**src/hdl/idwi_pkg.sv**
```systemverilog
// Shared constants for the inverse distance weighted index unit.
package idwi_pkg;

  // Default configuration
  localparam int DEF_INDEX_BITS     = 10;
  localparam int DEF_FRAC_BITS      = 16;
  localparam int DEF_MAX_NEIGHBOURS = 8;

  // Fixed datapath widths
  localparam int COORD_W  = 32;  // Q16.16 coordinate
  localparam int DIFF_W   = 33;  // coordinate difference / magnitude
  localparam int SQ_W     = 66;  // squared distance
  localparam int ROOT_W   = 33;  // distance
  localparam int WEIGHT_W = 48;  // Q16.32 weight
  localparam int SUM_W    = 64;  // weighted index sums
  localparam int LANES    = 3;   // x, y, z

endpackage

```
**src/hdl/inverse_distance_weighted_index_unit.sv**
```systemverilog
// Top level of the inverse distance weighted (Shepard) mean voxel index unit.
//
// Input stream (s_*): one beat per neighbour sample of a query: query point,
// sample point (signed Q16.16) and the sample's voxel index in s_tdata; s_tlast
// marks the final neighbour of the query. Output stream (m_*): one beat per
// query, the weighted mean index (unsigned INDEX_BITS.FRAC_BITS) per axis in
// m_tdata and an exact-hit flag in m_tuser.
// One sample is worked on at a time, in the order accept, absolute value,
// serial squarers, sum, zero test, two-bits-per-cycle square root, the serial
// divider that forms the weight, the serial index product and accumulation.
// A coincident sample stops after the zero test. Samples beyond MAX_NEIGHBOURS
// are taken without processing. Closing a query adds a final step and the
// hand-over to the output register, plus a serial mean division when no
// coincident sample was seen and the weight sum is nonzero.
// Result appears in an output register; the next query's samples are accepted
// while it waits. If the receiver stalls, a second completed query waits and
// s_tready stays low until the output register frees.
// Reset (rst, synchronous) clears the sums, the counters and the output valid.
module inverse_distance_weighted_index_unit #(
  parameter int INDEX_BITS     = idwi_pkg::DEF_INDEX_BITS,
  parameter int FRAC_BITS      = idwi_pkg::DEF_FRAC_BITS,
  parameter int MAX_NEIGHBOURS = idwi_pkg::DEF_MAX_NEIGHBOURS,
  localparam int IN_W   = 6 * idwi_pkg::COORD_W + 3 * INDEX_BITS,
  localparam int IN_PW  = ((IN_W + 7) / 8) * 8,
  localparam int MEAN_W = INDEX_BITS + FRAC_BITS,
  localparam int OUT_W  = 3 * MEAN_W,
  localparam int OUT_PW = ((OUT_W + 7) / 8) * 8
) (
  input  logic              clk,
  input  logic              rst,
  input  logic              s_tvalid,
  output logic              s_tready,
  // query_x, query_y, query_z, sample_x, sample_y, sample_z, voxel_x, voxel_y, voxel_z
  input  logic [IN_PW-1:0]  s_tdata,
  input  logic              s_tlast,  // last_sample
  output logic              m_tvalid,
  input  logic              m_tready,
  // mean_x, mean_y, mean_z
  output logic [OUT_PW-1:0] m_tdata,
  output logic              m_tuser   // exact_hit
);

  localparam int CW     = idwi_pkg::COORD_W;
  localparam int DW     = idwi_pkg::DIFF_W;
  localparam int SQW    = idwi_pkg::SQ_W;
  localparam int RW     = idwi_pkg::ROOT_W;
  localparam int WW     = idwi_pkg::WEIGHT_W;
  localparam int SW     = idwi_pkg::SUM_W;
  localparam int NL     = idwi_pkg::LANES;
  localparam int PW     = WW + INDEX_BITS;
  localparam int WNUM_W = WW + 1;
  localparam int MNUM_W = SW + FRAC_BITS;
  localparam int CNT_W  = $clog2(MNUM_W);
  localparam int NB_W   = $clog2(MAX_NEIGHBOURS + 1);

  typedef enum logic [10:0] {
    ST_IDLE = 11'b00000000001,
    ST_ABS  = 11'b00000000010,
    ST_SQR  = 11'b00000000100,
    ST_SUM  = 11'b00000001000,
    ST_TEST = 11'b00000010000,
    ST_ROOT = 11'b00000100000,
    ST_DIVW = 11'b00001000000,
    ST_PROD = 11'b00010000000,
    ST_ACC  = 11'b00100000000,
    ST_FIN  = 11'b01000000000,
    ST_MEAN = 11'b10000000000
  } state_t;

  state_t state;
  logic   emit;  // a finished query waits for the output register

  logic [CNT_W-1:0] cnt;
  logic [NB_W-1:0]  count;
  logic             last_q;

  // per-sample payload
  logic signed [DW-1:0] diff [NL];
  logic [DW-1:0]         mag  [NL];
  logic [DW-1:0]         mpl  [NL];
  logic [RW-1:0]         p_hi [NL];
  logic [RW-1:0]         p_lo [NL];
  logic [INDEX_BITS-1:0] vox  [NL];
  logic [SQW-1:0]        ssum;
  logic [RW-1:0]         root;
  logic [RW:0]           rrem;
  logic [PW-1:0]         pacc [NL];
  logic [PW-1:0]         wsh  [NL];
  logic [INDEX_BITS-1:0] vsh  [NL];
  logic [WW-1:0]         w;

  // query state
  logic [WW-1:0]         wsum;
  logic [SW-1:0]         wacc [NL];
  logic                  hit_seen;
  logic [INDEX_BITS-1:0] hit_vox [NL];

  // divider lanes
  logic              wdiv_load, wdiv_step;
  logic [WNUM_W-1:0] wquo;
  logic              mdiv_load, mdiv_step;
  logic [MNUM_W-1:0] mquo [NL];

  logic [RW+2:0]     rrem_sh, rtrial, rrem_sub;
  logic              rge;
  logic              out_free;
  logic [MEAN_W-1:0] mean_v [NL];
  logic              accept;

  assign accept    = s_tvalid && s_tready;
  assign s_tready  = (state == ST_IDLE) && !emit;
  assign out_free  = !m_tvalid || m_tready;
  assign wdiv_load = (state == ST_ROOT) && (cnt == CNT_W'(RW - 1));
  assign wdiv_step = (state == ST_DIVW);
  assign mdiv_load = (state == ST_FIN) && !hit_seen && (wsum != '0);
  assign mdiv_step = (state == ST_MEAN);

  // square root: two radicand bits per step
  always_comb begin
    rrem_sh  = {rrem, ssum[SQW-1:SQW-2]};
    rtrial   = {1'b0, root, 2'b01};
    rge      = (rrem_sh >= rtrial);
    rrem_sub = rrem_sh - rtrial;
  end

  idwi_div_lane #(.NUM_W(WNUM_W), .DEN_W(RW)) u_wdiv (
    .clk  (clk),
    .load (wdiv_load),
    .step (wdiv_step),
    .num  ({1'b1, {WW{1'b0}}}),
    .den  ({root[RW-2:0], rge}),
    .quo  (wquo)
  );

  for (genvar k = 0; k < NL; k++) begin : g_mean
    idwi_div_lane #(.NUM_W(MNUM_W), .DEN_W(WW)) u_mdiv (
      .clk  (clk),
      .load (mdiv_load),
      .step (mdiv_step),
      .num  ({wacc[k], {FRAC_BITS{1'b0}}}),
      .den  (wsum),
      .quo  (mquo[k])
    );

    // final mean: exact hit, empty sums, saturation
    always_comb begin
      if (hit_seen) begin
        mean_v[k] = {hit_vox[k], {FRAC_BITS{1'b0}}};
      end else if (wsum == '0) begin
        mean_v[k] = '0;
      end else if (mquo[k][MNUM_W-1:MEAN_W] != '0) begin
        mean_v[k] = '1;
      end else begin
        mean_v[k] = mquo[k][MEAN_W-1:0];
      end
    end
  end

  // sequencer and control state
  always_ff @(posedge clk) begin
    if (rst) begin
      state    <= ST_IDLE;
      emit     <= 1'b0;
      cnt      <= '0;
      count    <= '0;
      hit_seen <= 1'b0;
      wsum     <= '0;
      m_tvalid <= 1'b0;
      for (int k = 0; k < NL; k++) wacc[k] <= '0;
    end else begin
      // hand a finished query to the output register and clear the sums
      if (emit && out_free) begin
        emit     <= 1'b0;
        m_tvalid <= 1'b1;
        m_tdata  <= OUT_PW'({mean_v[2], mean_v[1], mean_v[0]});
        m_tuser  <= hit_seen;
        count    <= '0;
        hit_seen <= 1'b0;
        wsum     <= '0;
        for (int k = 0; k < NL; k++) wacc[k] <= '0;
      end else if (m_tvalid && m_tready) begin
        m_tvalid <= 1'b0;
      end

      unique case (state)
        ST_IDLE: begin
          if (accept) begin
            last_q <= s_tlast;
            for (int k = 0; k < NL; k++) begin
              diff[k] <= DW'($signed(s_tdata[(k+3)*CW +: CW]))
                       - DW'($signed(s_tdata[k*CW +: CW]));
              vox[k]  <= s_tdata[6*CW + k*INDEX_BITS +: INDEX_BITS];
            end
            if (count < NB_W'(MAX_NEIGHBOURS)) begin
              state <= ST_ABS;
            end else if (s_tlast) begin
              state <= ST_FIN;
            end
          end
        end
        ST_ABS: begin
          for (int k = 0; k < NL; k++) begin
            mag[k]  <= diff[k][DW-1] ? DW'(-diff[k]) : DW'(diff[k]);
            mpl[k]  <= diff[k][DW-1] ? DW'(-diff[k]) : DW'(diff[k]);
            p_hi[k] <= '0;
            p_lo[k] <= '0;
          end
          cnt   <= '0;
          state <= ST_SQR;
        end
        ST_SQR: begin
          // serial square, one multiplier bit per cycle
          for (int k = 0; k < NL; k++) begin
            logic [RW:0] ps;
            ps      = {1'b0, p_hi[k]} + (mpl[k][0] ? {1'b0, mag[k]} : '0);
            p_hi[k] <= ps[RW:1];
            p_lo[k] <= {ps[0], p_lo[k][RW-1:1]};
            mpl[k]  <= mpl[k] >> 1;
          end
          if (cnt == CNT_W'(DW - 1)) begin
            cnt   <= '0;
            state <= ST_SUM;
          end else begin
            cnt <= cnt + 1'b1;
          end
        end
        ST_SUM: begin
          // two adds, one after the other
          if (cnt == '0) begin
            ssum <= {p_hi[0], p_lo[0]} + {p_hi[1], p_lo[1]};
            cnt  <= cnt + 1'b1;
          end else begin
            ssum  <= ssum + {p_hi[2], p_lo[2]};
            state <= ST_TEST;
          end
        end
        ST_TEST: begin
          count <= count + 1'b1;
          cnt   <= '0;
          root  <= '0;
          rrem  <= '0;
          if (ssum == '0) begin
            if (!hit_seen) begin
              hit_seen <= 1'b1;
              for (int k = 0; k < NL; k++) hit_vox[k] <= vox[k];
            end
            state <= last_q ? ST_FIN : ST_IDLE;
          end else begin
            state <= ST_ROOT;
          end
        end
        ST_ROOT: begin
          rrem <= rge ? rrem_sub[RW:0] : rrem_sh[RW:0];
          root <= {root[RW-2:0], rge};
          ssum <= ssum << 2;
          if (cnt == CNT_W'(RW - 1)) begin
            cnt   <= '0;
            state <= ST_DIVW;
          end else begin
            cnt <= cnt + 1'b1;
          end
        end
        ST_DIVW: begin
          if (cnt == CNT_W'(WNUM_W - 1)) begin
            cnt   <= '0;
            state <= ST_PROD;
          end else begin
            cnt <= cnt + 1'b1;
          end
        end
        ST_PROD: begin
          // serial weight times index, one index bit per cycle
          if (cnt == '0) begin
            w <= wquo[WW] ? '1 : wquo[WW-1:0];
            for (int k = 0; k < NL; k++) begin
              pacc[k] <= '0;
              wsh[k]  <= PW'(wquo[WW] ? {WW{1'b1}} : wquo[WW-1:0]);
              vsh[k]  <= vox[k];
            end
            cnt <= cnt + 1'b1;
          end else begin
            for (int k = 0; k < NL; k++) begin
              pacc[k] <= pacc[k] + (vsh[k][0] ? wsh[k] : '0);
              wsh[k]  <= wsh[k] << 1;
              vsh[k]  <= vsh[k] >> 1;
            end
            if (cnt == CNT_W'(INDEX_BITS)) begin
              cnt   <= '0;
              state <= ST_ACC;
            end else begin
              cnt <= cnt + 1'b1;
            end
          end
        end
        ST_ACC: begin
          // saturating accumulation
          begin
            logic [WW:0] ws;
            logic [SW:0] xs;
            ws   = {1'b0, wsum} + {1'b0, w};
            wsum <= ws[WW] ? '1 : ws[WW-1:0];
            for (int k = 0; k < NL; k++) begin
              xs      = {1'b0, wacc[k]} + (SW + 1)'(pacc[k]);
              wacc[k] <= xs[SW] ? '1 : xs[SW-1:0];
            end
          end
          state <= last_q ? ST_FIN : ST_IDLE;
        end
        ST_FIN: begin
          cnt <= '0;
          if (mdiv_load) begin
            state <= ST_MEAN;
          end else begin
            emit  <= 1'b1;
            state <= ST_IDLE;
          end
        end
        ST_MEAN: begin
          if (cnt == CNT_W'(MNUM_W - 1)) begin
            cnt   <= '0;
            emit  <= 1'b1;
            state <= ST_IDLE;
          end else begin
            cnt <= cnt + 1'b1;
          end
        end
        default: state <= ST_IDLE;
      endcase
    end
  end

  // neighbour count never passes its limit
  a_count_limit: assert property (@(posedge clk) disable iff (rst)
    count <= NB_W'(MAX_NEIGHBOURS))
    else $error("neighbour count beyond limit");

  // an accepted sample under the limit starts the distance pipeline
  a_start: assert property (@(posedge clk) disable iff (rst)
    (accept && count < NB_W'(MAX_NEIGHBOURS)) |=> state == ST_ABS)
    else $error("accepted sample not processed");

  // handing over a result clears the query state
  a_clear: assert property (@(posedge clk) disable iff (rst)
    (emit && out_free) |=> (!hit_seen && wsum == '0))
    else $error("query state not cleared after result");

  // a latched hit implies at least one counted neighbour
  a_hit_count: assert property (@(posedge clk) disable iff (rst)
    hit_seen |-> count != '0)
    else $error("hit without neighbour");

endmodule

```
**src/hdl/idwi_div_lane.sv**
```systemverilog
// Bit-serial restoring divider lane: one quotient bit per step.
module idwi_div_lane #(
  parameter int NUM_W = 49,
  parameter int DEN_W = 33
) (
  input  logic             clk,
  input  logic             load,
  input  logic             step,
  input  logic [NUM_W-1:0] num,
  input  logic [DEN_W-1:0] den,
  output logic [NUM_W-1:0] quo
);

  logic [NUM_W-1:0] q;
  logic [DEN_W-1:0] rem;
  logic [DEN_W-1:0] d;
  logic [DEN_W:0]   rem_sh;
  logic [DEN_W:0]   rem_sub;
  logic             ge;

  // shift in next dividend bit, trial subtract
  always_comb begin
    rem_sh  = {rem, q[NUM_W-1]};
    rem_sub = rem_sh - {1'b0, d};
    ge      = (rem_sh >= {1'b0, d});
  end

  // dividend leaves the top of q as quotient bits enter at the bottom
  always_ff @(posedge clk) begin
    if (load) begin
      q   <= num;
      rem <= '0;
      d   <= den;
    end else if (step) begin
      rem <= ge ? rem_sub[DEN_W-1:0] : rem_sh[DEN_W-1:0];
      q   <= {q[NUM_W-2:0], ge};
    end
  end

  assign quo = q;

endmodule
```
**config.mk**
```make
export PLATFORM = sky130hd
export DESIGN_NAME = inverse_distance_weighted_index_unit
export DESIGN_NICKNAME = d
export VERILOG_FILES = /design/src/hdl/idwi_pkg.sv /design/src/hdl/inverse_distance_weighted_index_unit.sv /design/src/hdl/idwi_div_lane.sv
export SDC_FILE = /design/constraint.sdc
export NUM_CORES = 2
export LEC_CHECK = 0
export BUFFER_PORTS_ARGS = -buffer_cell sky130_fd_sc_hd__clkbuf_2
export CORE_ASPECT_RATIO = 0.75
export CORE_UTILIZATION = 40
export DETAILED_ROUTE_END_ITERATION = 16
export GPL_TIMING_DRIVEN = 0
export SLEW_MARGIN = 20
export SYNTH_ARGS = -nofsm -noshare
export SYNTH_HDL_FRONTEND = slang
export SYNTH_HIERARCHICAL = 1
export SYNTH_SLANG_ARGS = --single-unit
```
**constraint.sdc**
```tcl
create_clock -name clk -period 50.8 [get_ports clk]
set_input_delay 10.16 -clock clk [delete_from_list [all_inputs] [get_ports clk]]
set_output_delay 10.16 -clock clk [all_outputs]
set_load 0.01 [all_outputs]
```
# [Word-level counts from Yosys, hierarchy flattened]
# Memories as Yosys holds them, arrays and structs flattened.
# Index checks and enable logic that the tools add are counted.
[op_classes] div_mod_pow=0 order_cmp=6 addsub=25 shifts=0 reduce_logical=35 n_mul=0 bitwise_logic=25 muxes=128 eq_ne=25
[ops] cell="$mux W64" n=9
[ops] cell="$mux W33" n=16
[ops] cell="$mux W58" n=9
[ops] cell="$mux W80" n=6
[ops] cell="$mux W48" n=7
[ops] cell="$mux W26" n=9
[ops] cell="$add A64 B58 Y65" n=3
[ops] cell="$add A58 B58 Y58" n=3
[ops] cell="$reduce_bool A54 Y1" n=3
[ops] cell="$ge A49 B48 Y1" n=3
[ops] cell="$sub A48 B48 Y48" n=3
[ops] cell="$add A66 B66 Y66" n=2
[ops] cell="$pmux W66 S2" n=1
[ops] cell="$mux W11" n=11
[ops] cell="$pmux W11 S11" n=1
[ops] cell="$add A33 B33 Y34" n=3
[ops] cell="$neg A33 Y33" n=3
[ops] cell="$sub A32 B32 Y33" n=3
[ops] cell="$pmux W34 S2" n=1
[ops] cell="$logic_not A66 Y1" n=1
[ops] cell="$mux W66" n=1
[ops] cell="$pmux W33 S2" n=1
[ops] cell="$mux W10" n=5
[ops] cell="$add A48 B48 Y49" n=1
[ops] cell="45 further kinds" n=139
[totals] ram_bits=1125 latch_bits=0 romBits=0 memories=11 register_bits=881 inputBits=229 wordCells=283
[mem_list] memory="wacc" depth=3 width=64 read_ports=3 rd_ports_with_merged_regs=0 wr=3 line_no="inverse_distance_weighted_index_unit.sv:94" source="logic [SW-1:0] wacc [NL];"
[mem_list] memory="pacc" depth=3 width=58 read_ports=3 rd_ports_with_merged_regs=0 wr=3 line_no="inverse_distance_weighted_index_unit.sv:87" source="logic [PW-1:0] pacc [NL];"
[mem_list] memory="wsh" depth=3 width=58 read_ports=3 rd_ports_with_merged_regs=0 wr=3 line_no="inverse_distance_weighted_index_unit.sv:88" source="logic [PW-1:0] wsh [NL];"
[mem_list] memory="diff" depth=3 width=33 read_ports=3 rd_ports_with_merged_regs=0 wr=3 line_no="inverse_distance_weighted_index_unit.sv:78" source="logic signed [DW-1:0] diff [NL];"
[mem_list] memory="mag" depth=3 width=33 read_ports=3 rd_ports_with_merged_regs=0 wr=3 line_no="inverse_distance_weighted_index_unit.sv:79" source="logic [DW-1:0] mag [NL];"
[mem_list] memory="mpl" depth=3 width=33 read_ports=3 rd_ports_with_merged_regs=0 wr=3 line_no="inverse_distance_weighted_index_unit.sv:80" source="logic [DW-1:0] mpl [NL];"
[mem_list] memory="5 more memories"

# [Logic depth before layout (Yosys ltp)]
[logic_depth] word_depth=8 ltp_mapped=17 mapped_depth_nobuf=15

# [Modules after synthesis]
# The synthesis kept the hierarchy.
[by_module_without_submodules] module="inverse_distance_weighted_index_unit" seq_area_each_um2=39598.0 area_each_um2=93156.8 instances=1 cells_per_inst=9815
[by_module_without_submodules] module="idwi_div_lane at g_mean[2].u_mdiv" seq_area_each_um2=4804.6 area_each_um2=10037.1 instances=1 cells_per_inst=926
[by_module_without_submodules] module="idwi_div_lane at g_mean[0].u_mdiv" seq_area_each_um2=4804.6 area_each_um2=10033.4 instances=1 cells_per_inst=967
[by_module_without_submodules] module="idwi_div_lane at g_mean[1].u_mdiv" seq_area_each_um2=4804.6 area_each_um2=9791.9 instances=1 cells_per_inst=930
[by_module_without_submodules] module="idwi_div_lane at u_wdiv" seq_area_each_um2=3123.0 area_each_um2=6729.0 instances=1 cells_per_inst=642

# [Worst setup path after synthesis]
# Ideal clock, no wire load.
[synth_timing] kind="input port to flip-flop" from="in rst" to="mem mpl[0][0] (netlist name), enable pin" path_buffers=2 path_stages=3 path_slack_ps=18182 required_ps=49433 setup_ps=1367 t_arrival_ps=31252 cell_sequence="clkbuf_1 > clkbuf_1 > o21ai_0"
[synth_rtl] item="start, declared" line_no="inverse_distance_weighted_index_unit.sv:30" source="input logic rst,"
[synth_rtl] item="end, declared" line_no="inverse_distance_weighted_index_unit.sv:80"

==> run_results.csv <==
group,metric,value,unit
worst_setup_path,most_common_cell_type_on_the_critical_path,"buf_2",
layout,area_delta_synth_final,12.5,%
drt,drt_first_iter_violations,10700,
clock_network,htree_num_levels,4,
placed_design,postPlaceCellArea,139000,um^2
grt,groute.layer.met3.usage,0.0535,
worst_setup_path,cp_top_family,"buffers and inverters",
worst_setup_path,crit_path_launch,"rst",
placed_design,placedCellCount,18100,
worst_setup_path,worst_setup_path_endpoint,"diff[0][0]",
clock_network,tritoncts,"yes",
logic_synthesis,syn_area,130000,um^2
power,power.density,27.1,nW/um^2
logic_synthesis,synth_top_cell_by_area,"edfxtp_1",
floorplanning,floorplan.initialDensity,0.403,
floorplanning,die_w,660,um
power,ir_worst_vdd,0.0300,mV
sta,timing.final.crit_period,13770,ps
drt,ant_nets,0,
sta,setup_viol_count_final,0,
drt,via_count,103000,
flow_run,count_of_max_cap_constraint_violations,0,
clock_network,cts-buffers-inserted,216,
logic_synthesis,synthesis.instances,13300,
floorplanning,floorplan.die_area,327000,um^2
logic_synthesis,synth-seq-cells,1986,
grt,globalRouteOverflowTotal,0,
worst_setup_path,critical_path_peak_fanout,10,
status,status,"finished clean",
worst_setup_path,delay_of_the_slowest_cell_on_the_worst_path,410,ps
logic_synthesis,synth_enable_flop_cells,1736,
sta,final-max-slew-violation-count,0,
layout,finish.net_count,15200,
worst_setup_path,critical_path.cell_chain,"clkbuf_2, clkbuf_1, nor4b_2, buf_4, buf_2, buf_2, buf_2, buf_2, buf_2, buf_2, buf_2, buf_2, buf_2, buf_2, buf_2, buf_2, buf_2",
clock_network,cts_sinks,1986,
worst_setup_path,worst-setup-path-type,"in -> reg",
hold_path,hold_path.class,"reg -> reg",
clock_network,cts_buffer_depth,4,
logic_synthesis,yosysMostFrequentCell,"edfxtp_1",
worst_setup_path,regToRegSetupSlack,44780,ps
logic_synthesis,synth.lib_cells_used.distinct,121,
clock_network,clk_transition_reported_paths,60,ps
worst_setup_path,timing.critical_path.arrival,14360,ps
worst_setup_path,worst_r2r_startpoint,"state[7]",
grt,grt_util_met2,0.313,
logic_synthesis,synth_top_flop_cell,"edfxtp_1",
drt,routed_wirelength,384,mm
worst_setup_path,crit_buf_inv,16,
worst_setup_path,kind_of_start_point_of_the_critical_path,"primary input",
logic_synthesis,synth.yosys.seq_area_share,0.440,
grt,antenna_found_initial,30,
logic_synthesis,avgSynthCellArea,9.77,um^2
floorplanning,io-pin-count,312,
sta,timing.slew.headroom,0.187,
worst_setup_path,worst_r2r_path_depth,19,
layout,finalNonFillerCells,18500,
grt,grt_max_degree,94,
floorplanning,die_h,495,um
power,p_leak,57.4,nW
worst_setup_path,worstSetupPathDepth,17,
worst_setup_path,timing.critical_path.slowest_stage_cell,"nor4b_2",
drt,drt_first_pass_iters,7,
grt,via_count_of_the_first_global_routing_pass,94600,
sta,finalCritPeriodShare,0.271,
grt,track_usage,0.227,
logic_synthesis,ys_top_cells_by_count,"edfxtp_1 (1736), nor2_1 (1421), a21oi_1 (1246), nand2_1 (1123), ha_1 (938)",
logic_synthesis,post-synth-top-area-fraction,0.402,
placed_design,dpl.hpwl,295,mm
clock_network,holdBufCountCts,0,
grt,busiest_grt_layer,"met1",
sta,setup_tns,0,ps
sta,hold_viol,0,
sta,measured_slew_at_the_worst_slew_check_pin,1220,ps
grt,grt_pass1_wl,579,mm
placed_design,finalWeightedCongestion,0.930,
floorplanning,floorplan.core_area,322000,um^2
clock_network,number_of_setup_buffers_added_after_cts,0,
worst_setup_path,worst_r2r_endpoint,"diff[0][0]",
drt,drt-wirelength-per-cell,20.8,um
sta,fmax,72.6,MHz
clock_network,worst_skew_pair.late_latency,920,ps
grt,grt_use_met1,0.351,
logic_synthesis,synth-async-reset-ratio,0,
floorplanning,placement_rows,180,
worst_setup_path,end_kind,"flop",
placed_design,port_buffers,307,
layout,drive_gt1_frac,0.0990,
sta,grt_setup_unrepaired,"false",
logic_synthesis,yosys_warnings,6,
drt,avgViaCountPerCell,5.60,
clock_network,post_cts.resized_instances,0,
sta,setup_clock_skew_after_layout,91.1,ps
drt,drc,0,
layout,final_design_area_no_fill,146000,um^2
logic_synthesis,ys_top_cells_by_area,"edfxtp_1 (40%), ha_1 (9.0%), a21oi_1 (4.8%)",
worst_setup_path,timing.critical_path.required,51390,ps
clock_network,cts_root_buffer,"clkbuf_16",
cells in the final DEF (no fill, tap or decap), drive strengths merged, types with 494 or more instances in the layout:
cell type | Yosys | layout
edfxtp | 1736 | 1736
nor2 | 1421 | 1421
a21oi | 1256 | 1256
nand2 | 1124 | 1124
clkbuf | 455 | 1021
ha | 938 | 938
o21ai | 714 | 714
inv | 548 | 555
xnor2 | 529 | 529
a21o | 494 | 494
worst min-delay path by stage:
stage              start  cells past startpoint  slack, ps            end
2_1_floorplan   hit_seen                      0        410        m_tuser
3_3_place_gp    hit_seen                      0        420        m_tuser
3_5_place_dp    hit_seen                      0        420        m_tuser
4_1_cts        vox[0][1]                      0        420  hit_vox[0][1]
5_1_grt        vox[0][1]                      0        450  hit_vox[0][1]
6_report       vox[0][1]                      0        430  hit_vox[0][1]
routing by layer:
metal	routed length (um)	vias to the layer above
li1	-	50100
met1	188000	49300
met2	150000	3525
met3	35400	454
met4	10600	8
met5	126	-
kinds of logic (layout without fill, tap and decap cells):
| group | count (synthesis) | in the layout | synth area share |
|---|---|---|---|
| and+or+nand+nor | 4292 | 4292 | 0.157 |
| AOI/OAI and AO/OA | 3622 | 3622 | 0.179 |
| DFF | 1986 | 1986 | 0.440 |
| buffers and inverters | 1104 | 1894 | 0.0341 |
| adders and majority gates | 957 | 957 | 0.0934 |
| xor gates and xnor gates | 904 | 904 | 0.0610 |
| muxes | 413 | 413 | 0.0352 |
| other | 2 | 112 | 0.0000579 |
worst reg2reg max path: stages (launching register included):
cell and delay, ps:
dfxtp_1 360, nor3_1 320, nor3b_1 430, nor3b_2 500, nand4b_1 340, nor4b_2 480, buf_4 270, buf_2 230
buf_2 220, buf_2 220, buf_2 240, buf_2 260, buf_2 250, buf_2 240, buf_2 240, buf_2 230
buf_2 230, buf_2 240, buf_2 230, buf_2 220
layout make-up:
class                      instances  area (um^2)
buffer                           554         2380
sequential                      1986        57100
fill                           30800       176000
inverter                         550         2080
clock buffer                     259         5710
clock inverter                   133         1420
tap                             4277         5350
multi-input combinational      10300        68700
timing repair buffer             398         3170
antenna                           13         32.5
power breakdown:
part | internal (mW) | total (mW) | switching, mW
clock | 0.934 | 1.63 | 0.698
sequential | 1.82 | 1.85 | 0.0288
combinational | 0.189 | 0.477 | 0.288
sequential cells by signal, indices dropped and copies added, names as in the netlist, 33 cells and up:
register and flops:
p_lo 99, u_wdiv/quo 49, g_mean.u_mdiv/d 144, diff 99
g_mean.u_mdiv/quo 240, mpl 99, w 48, pacc 174
mag 99, u_wdiv/d 33, rrem 34, wsh 58
p_hi 99, u_wdiv/rem 33, ssum 66, wacc 192
m_tdata 78, root 33, g_mean.u_mdiv/rem 144, wsum 48
stage by stage:
stage | hold slack [ps] | total power [mW] | util | setup WS [ps]
after floorplan | 406 | 2.23 | - | 18180
after global routing | 446 | 4.10 | 0.454 | 36580
after global placement | 418 | 2.37 | 0.426 | 6560
after detailed placement | 420 | 2.35 | 0.431 | 36080
final | 425 | 3.95 | 0.454 | 37030
after CTS | 424 | 3.98 | 0.454 | 37030
Note: power is estimated with default switching activity, not from simulation.
